===== config.mk =====
export PLATFORM = sky130hd
export DESIGN_NAME = lrs_merge
export DESIGN_NICKNAME = d
export VERILOG_FILES = /design/src/rtl/core/linear_regression_minibatch_sgd_unit_assert.svh /design/src/rtl/core/lrs_pkg.sv /design/src/rtl/core/lrs_step.sv /design/src/rtl/core/lrs_merge.sv
export SDC_FILE = /design/constraint.sdc
export NUM_CORES = 2
export LEC_CHECK = 0
export BUFFER_PORTS_ARGS = -buffer_cell sky130_fd_sc_hd__buf_2
export CAP_MARGIN = 5
export CORE_MARGIN = 2
export CORE_UTILIZATION = 40
export DETAILED_ROUTE_END_ITERATION = 8
export GPL_TIMING_DRIVEN = 1
export HOLD_SLACK_MARGIN = 0.05
export PLACE_DENSITY = 0.64
export SETUP_SLACK_MARGIN = 0.2
export SYNTH_ARGS = -nofsm -noshare
export SYNTH_HDL_FRONTEND = slang
export SYNTH_SLANG_ARGS = --single-unit

===== constraint.sdc =====
create_clock -name clk -period 8.7 [get_ports clk]
set_clock_uncertainty 0.15 [all_clocks]
set_input_delay 0.87 -clock clk [delete_from_list [all_inputs] [get_ports clk]]
set_output_delay 0.87 -clock clk [all_outputs]
set_load 0.05 [all_outputs]

===== src/rtl/core/linear_regression_minibatch_sgd_unit_assert.svh =====
// Assertion macros for the minibatch SGD unit. Each one expects clk and arst_n in scope.
`ifndef LINEAR_REGRESSION_MINIBATCH_SGD_UNIT_ASSERT_SVH
`define LINEAR_REGRESSION_MINIBATCH_SGD_UNIT_ASSERT_SVH

`ifndef NO_ASSERTIONS
`define LRS_ASSERT_IMPLIES(lbl, ante, cons, msg) \
	lbl: assert property (@(posedge clk) disable iff (!arst_n) (ante) |-> (cons)) else $error(msg);
`define LRS_ASSERT_NEXT(lbl, ante, cons, msg) \
	lbl: assert property (@(posedge clk) disable iff (!arst_n) (ante) |=> (cons)) else $error(msg);
`else
`define LRS_ASSERT_IMPLIES(lbl, ante, cons, msg)
`define LRS_ASSERT_NEXT(lbl, ante, cons, msg)
`endif

`endif


===== src/rtl/core/lrs_pkg.sv =====
package lrs_pkg;

	localparam int DW = 32;
	localparam int CMD_W = 2;
	localparam int LR_W = 16;
	localparam int PROD_W = 48;
	localparam int GSUM_W = 56;
	localparam int ESUM_W = 40;
	localparam int SAT_W = 50;

	localparam int BATCH_DEF = 8;
	localparam int FEATURES_DEF = 3;
	localparam int MAX_FEATURES = 3;

	localparam logic [LR_W-1:0] LR_RESET = 16'd655;

	localparam logic [CMD_W-1:0] CMD_TRAIN = 2'd0;
	localparam logic [CMD_W-1:0] CMD_PREDICT = 2'd1;
	localparam logic [CMD_W-1:0] CMD_LOAD = 2'd2;

	// Update step divider: the clamped quotient input is split into digits of DIV_DIGIT bits.
	localparam int DIV_W = 40;
	localparam int DIV_DIGIT = 4;
	localparam int DIV_STEPS = DIV_W / DIV_DIGIT;
	localparam int DIV_CNT_W = $clog2(DIV_STEPS);
	localparam int REM_W = 7;

	typedef struct packed {
		logic load;
		logic dot;
		logic sum;
		logic train;
		logic grad;
		logic mul;
		logic fold;
		logic div;
		logic upd;
	} lrs_ctrl_t;

	function automatic logic signed [DW-1:0] sat_word(input logic signed [SAT_W-1:0] v);
		logic signed [DW-1:0] r;
		if ((&v[SAT_W-1:DW-1]) || !(|v[SAT_W-1:DW-1])) begin
			r = v[DW-1:0];
		end else if (v[SAT_W-1]) begin
			r = {1'b1, {(DW-1){1'b0}}};
		end else begin
			r = {1'b0, {(DW-1){1'b1}}};
		end
		return r;
	endfunction

endpackage


===== src/rtl/core/lrs_step.sv =====
module lrs_step import lrs_pkg::*; #(
	parameter int BATCH = BATCH_DEF
) (
	input logic clk,
	input lrs_ctrl_t ctrl,
	input logic signed [GSUM_W-1:0] sum,
	input logic [LR_W:0] two_lr,
	output logic signed [DIV_W-1:0] step
);

	localparam logic [REM_W-1:0] DIVISOR = REM_W'(BATCH);

	logic [44:0] plo_s1;
	logic signed [45:0] phi_s1;
	logic signed [73:0] prod_full;
	logic signed [57:0] scaled;
	logic [57-DIV_W+1:0] hi_bits;
	logic [DIV_W-1:0] clamped;
	logic neg;
	logic [DIV_W-1:0] mag;
	logic [DIV_W-1:0] div_q;
	logic [REM_W-1:0] rem_q;
	logic neg_q;
	logic [DIV_W-1:0] div_next;
	logic [REM_W-1:0] rem_next;

	// The 56-bit sum is multiplied in two halves, then recombined.
	always_ff @(posedge clk) begin
		if (ctrl.mul) begin
			plo_s1 <= 45'(sum[27:0]) * 45'(two_lr);
			phi_s1 <= $signed(sum[GSUM_W-1:28]) * $signed({1'b0, two_lr});
		end
	end

	assign prod_full = (74'(phi_s1) <<< 28) + 74'($signed({1'b0, plo_s1}));
	assign scaled = prod_full[73:16];
	assign hi_bits = scaled[57:DIV_W-1];

	// Beyond this range the weight saturates anyway, so the quotient may be clamped.
	always_comb begin
		if ((&hi_bits) || !(|hi_bits)) begin
			clamped = scaled[DIV_W-1:0];
		end else if (scaled[57]) begin
			clamped = {1'b1, {(DIV_W-1){1'b0}}};
		end else begin
			clamped = {1'b0, {(DIV_W-1){1'b1}}};
		end
	end

	// Floor division of a negative value is the complement of dividing its complement.
	assign neg = clamped[DIV_W-1];
	assign mag = neg ? ~clamped : clamped;

	always_comb begin
		rem_next = rem_q;
		div_next = div_q;
		for (int k = 0; k < DIV_DIGIT; k++) begin
			rem_next = {rem_next[REM_W-2:0], div_next[DIV_W-1]};
			div_next = {div_next[DIV_W-2:0], 1'b0};
			if (rem_next >= DIVISOR) begin
				rem_next = rem_next - DIVISOR;
				div_next[0] = 1'b1;
			end
		end
	end

	always_ff @(posedge clk) begin
		if (ctrl.fold) begin
			div_q <= mag;
			rem_q <= '0;
			neg_q <= neg;
		end else if (ctrl.div) begin
			div_q <= div_next;
			rem_q <= rem_next;
		end
	end

	assign step = neg_q ? $signed(~div_q) : $signed(div_q);

endmodule


===== src/rtl/core/lrs_merge.sv =====
module lrs_merge import lrs_pkg::*; #(
	parameter int BATCH = BATCH_DEF
) (
	input logic clk,
	input logic arst_n,
	input lrs_ctrl_t ctrl,
	input logic signed [PROD_W-1:0] prod [MAX_FEATURES],
	input logic signed [DW-1:0] target,
	input logic [LR_W:0] two_lr,
	output logic signed [DW-1:0] pred,
	output logic signed [DW-1:0] resid,
	output logic signed [DW-1:0] bias
);

	logic signed [DW-1:0] bias_q;
	logic signed [ESUM_W-1:0] esum_q;
	logic signed [DW-1:0] pred_q;
	logic signed [DW-1:0] resid_q;
	logic signed [SAT_W-1:0] acc;
	logic signed [DW-1:0] pred_w;
	logic signed [DW-1:0] resid_w;
	logic signed [DIV_W-1:0] step;
	logic signed [DW-1:0] new_b;

	always_comb begin
		acc = SAT_W'(bias_q);
		for (int i = 0; i < MAX_FEATURES; i++) begin
			acc = acc + SAT_W'(prod[i]);
		end
	end

	assign pred_w = sat_word(acc);
	assign resid_w = sat_word(SAT_W'(target) - SAT_W'(pred_w));

	lrs_step #(.BATCH(BATCH)) u_step (
		.clk(clk),
		.ctrl(ctrl),
		.sum(GSUM_W'(esum_q)),
		.two_lr(two_lr),
		.step(step)
	);

	assign new_b = sat_word(SAT_W'(bias_q) + SAT_W'(step));

	always_ff @(posedge clk or negedge arst_n) begin
		if (!arst_n) begin
			bias_q <= '0;
			esum_q <= '0;
		end else if (ctrl.load) begin
			bias_q <= target;
			esum_q <= '0;
		end else if (ctrl.grad) begin
			esum_q <= esum_q + ESUM_W'(resid_q);
		end else if (ctrl.upd) begin
			bias_q <= new_b;
			esum_q <= '0;
		end
	end

	always_ff @(posedge clk) begin
		if (ctrl.load) begin
			pred_q <= '0;
			resid_q <= '0;
		end else if (ctrl.sum) begin
			pred_q <= pred_w;
			resid_q <= ctrl.train ? resid_w : '0;
		end
	end

	assign pred = pred_q;
	assign resid = resid_q;
	assign bias = bias_q;

endmodule


==> flow_metrics.tcl <==
set metrics [dict create \
    avgRoutedWirePerCell_um 18.9 \
    io_pins 300 \
    antenna_found_initial 3 \
    synth_cells 4978 \
    synth_edf_count 100 \
    ys_async_sr_fraction_pct 29.8 \
    syn_nets 6203 \
    gp_congestion 0.953 \
    nFillCells 10400 \
    clk_latency_ns 0.58 \
    drt-total-wl_um 130000 \
    grt_pass1_wl_um 207000 \
    ir_drop_v 0.000346 \
    status "complete, no violations" \
    period_needed_ns 8.27 \
    synth-seq-cells 242 \
    postCtsHoldBufs 0 \
    grt_max_degree 89 \
    crit_family "compound AO/OA/AOI/OAI gates" \
    cap_violations 0 \
    syn_to_final_growth_pct 16.1 \
    worstReg2RegStart "esum_q[11]" \
    drv_slew 0 \
    hold_path.class "in -> async" \
    multi_input_area_mm2 0.0331 \
    gr-total-overflow 0 \
    dp_hpwl_um 109000 \
    mostFrequentLayoutCell "inv_1" \
    cts_tree "yes" \
    critPathLaunchType "input pin" \
    viasPerCell 5.27 \
    dieArea_mm2 0.111 \
    synthFlopType "edfxtp_1" \
    fin_setup_tns_ns 0 \
    chipWidth_um 333 \
    finalCritPeriodShare_pct 95.1 \
    tightestPinTransition_ns 1.16 \
    synth.yosys.seq_area_share_pct 14.4 \
    postSynthAreaPerCell_um2 8.69 \
    die_h_um 333 \
    critPathBufInv 6 \
    grt.total_usage_pct 23.5 \
    regArea_mm2 0.00621 \
    core_mm2 0.107 \
    clock.fmax_mhz 121 \
    yosysWarnings 0 \
    initial_core_util_pct 40.3 \
    via_count 36400 \
    synth_cell_types 96 \
    cpPeakStageDelay_ns 0.59 \
    leakage_nw 23.9 \
    critPathMaxFanout 7 \
    setup_violations 0 \
    crit_arrival_ns 8.57 \
    h-tree-depth 1 \
    drc 0 \
    fp-row-count 120 \
    slew_headroom_pct 22.3 \
    dr.pass1.iters 6 \
    clkTransAtPathRegs_ns 0.06 \
    final_cell_mix "inv_1, nand2_1, fa_1" \
    critPathSlowestCell "or4_4" \
    numCtsBuffers 30 \
    cp-end-kind "flip-flop" \
    portBuffers 298 \
    clock_tree.root_cell "clkbuf_16" \
    final_layout_size_suffix_gt1_share_pct 16.1 \
    required_ns 8.99 \
    grt_pass1_vias 37600 \
    crit_type "in -> reg" \
    synth_area_mm2 0.0432 \
    top_usage_layer "met2" \
    met1_usage_pct 31.1 \
    first_iter_violations 2328 \
    holdWs_ns 0.108 \
    ant_nets 0 \
    cts_sinks 242 \
    powerDensity_mw_per_mm2 371 \
    hold_viol 0 \
    nNetsFinal 6698 \
    startpoint "prod[1]" \
    cts_buffer_depth 3 \
    met2_usage_pct 40.1 \
    rsz0062_at_grt "no" \
    globalRouteMet3Util_pct 2.85 \
]
==> layer usage <==
| layer | vias to the layer above | routed length, um |
|---|---|---|
| met3 | 198 | 7920 |
| met5 | - | 24 |
| met4 | 4 | 4370 |
| met1 | 18000 | 56200 |
| li1 | 17100 | - |
| met2 | 1137 | 61600 |
==> Yosys cell counts (27+ instances only) <==
master	n	area (um2)
o21ai_0	152	761
dfrtp_1	72	1800
nor2b_1	30	188
o211ai_1	27	203
a211oi_1	46	345
o21a_1	29	218
nand2b_1	38	238
ha_1	382	4780
o31ai_2	29	363
a21oi_1	220	1100
xnor2_1	157	1380
inv_1	888	3330
nor2_1	215	807
nand2_1	657	2470
nand4_1	33	206
nand3_1	54	270
xor2_1	119	1040
a21o_1	73	548
o21bai_1	29	218
edfxtp_1	100	3000
a22o_1	35	307
and3_1	30	188
and2_1	196	1230
dfxtp_1	70	1400
a31oi_1	62	388
clkbuf_1	230	863
nor3_1	84	420
o221ai_1	29	254
fa_1	639	12800
==> where the power goes <==
part           switching [mW]  internal [mW]
Sequential              0.402           1.62
Combinational            8.63           6.62
Clock                   0.538          0.835
==> cell families after synthesis <==
group	count (synthesis)	synth area share [%]
multiplexers	13	0.312
buffers and inverters	1141	10.0
XOR/XNOR	276	5.59
adder cells (fa/ha/maj)	1021	40.6
flip-flops	242	14.4
AO/OA/AOI/OAI	860	13.6
AND/OR/NAND/NOR	1425	15.5
==> state kept, by name, summed over array words and instances, names as in the netlist <==
signal / count
resid: 32
bias: 32
u_step.phi_s1: 30
u_step.div_q: 40
u_step.rem_q: 6
pred: 32
u_step.neg_q: 1
esum_q: 40
u_step.plo_s1: 29
==> worst register-to-register path: cells and delay by family, from the launching register on <==
family,cells,cell delay [ns]
flip-flops,1,0.61
AO/OA/AOI/OAI,10,2.33
buffers and inverters,6,0.46
adder cells (fa/ha/maj),7,3.19
AND/OR/NAND/NOR,3,0.82
XOR/XNOR,1,0.25
==> final cells by class <==
type,count,area share [%]
Inverter,890,6.66
Tap cell,1403,3.50
Clock buffer,40,1.69
Sequential cell,242,12.4
Antenna cell,2,0.00997
Timing Repair Buffer,714,9.50
Multi-Input combinational cell,3595,65.8
Clock inverter,16,0.436
==> path summary, 6_finish.rpt <==
path	to	slack, ns	cells past startpoint
worst max-delay path	resid[2]	0.43	40
worst min-delay path	bias[1]	0.11	1
worst max register to register	u_step.plo_s1[42]	0.65	27
worst min register to register	u_step.rem_q[5]	0.33	2
max in group asynchronous	esum_q[10]	7.29	2
min in group clk	u_step.rem_q[5]	0.33	2
==> stage by stage <==
step / util [%] / cell area [um2] / power, mW / cells / worst slack [ns]
global route: 46.8 / 50200 / 20.3 / 6901 / 0.119
CTS: 46.4 / 49700 / 18.1 / 6881 / 0.225
global placement: 45.4 / 48600 / 16.5 / 6825 / -0.447
floorplan: - / 43300 / 11.2 / 4978 / 0.213
finish: 46.8 / 50200 / 18.6 / 6902 / 0.426
detailed placement: 45.4 / 48600 / 16.6 / 6825 / -0.482
==> what timing repair did <==
action,4_1_cts,5_1_grt
gates resized for setup,3,68
endpoints found under the setup margin,31,36
buffers inserted,0,15
cloned,0,4
pin swaps,1,42
Note: power is estimated with default switching activity, not from simulation.
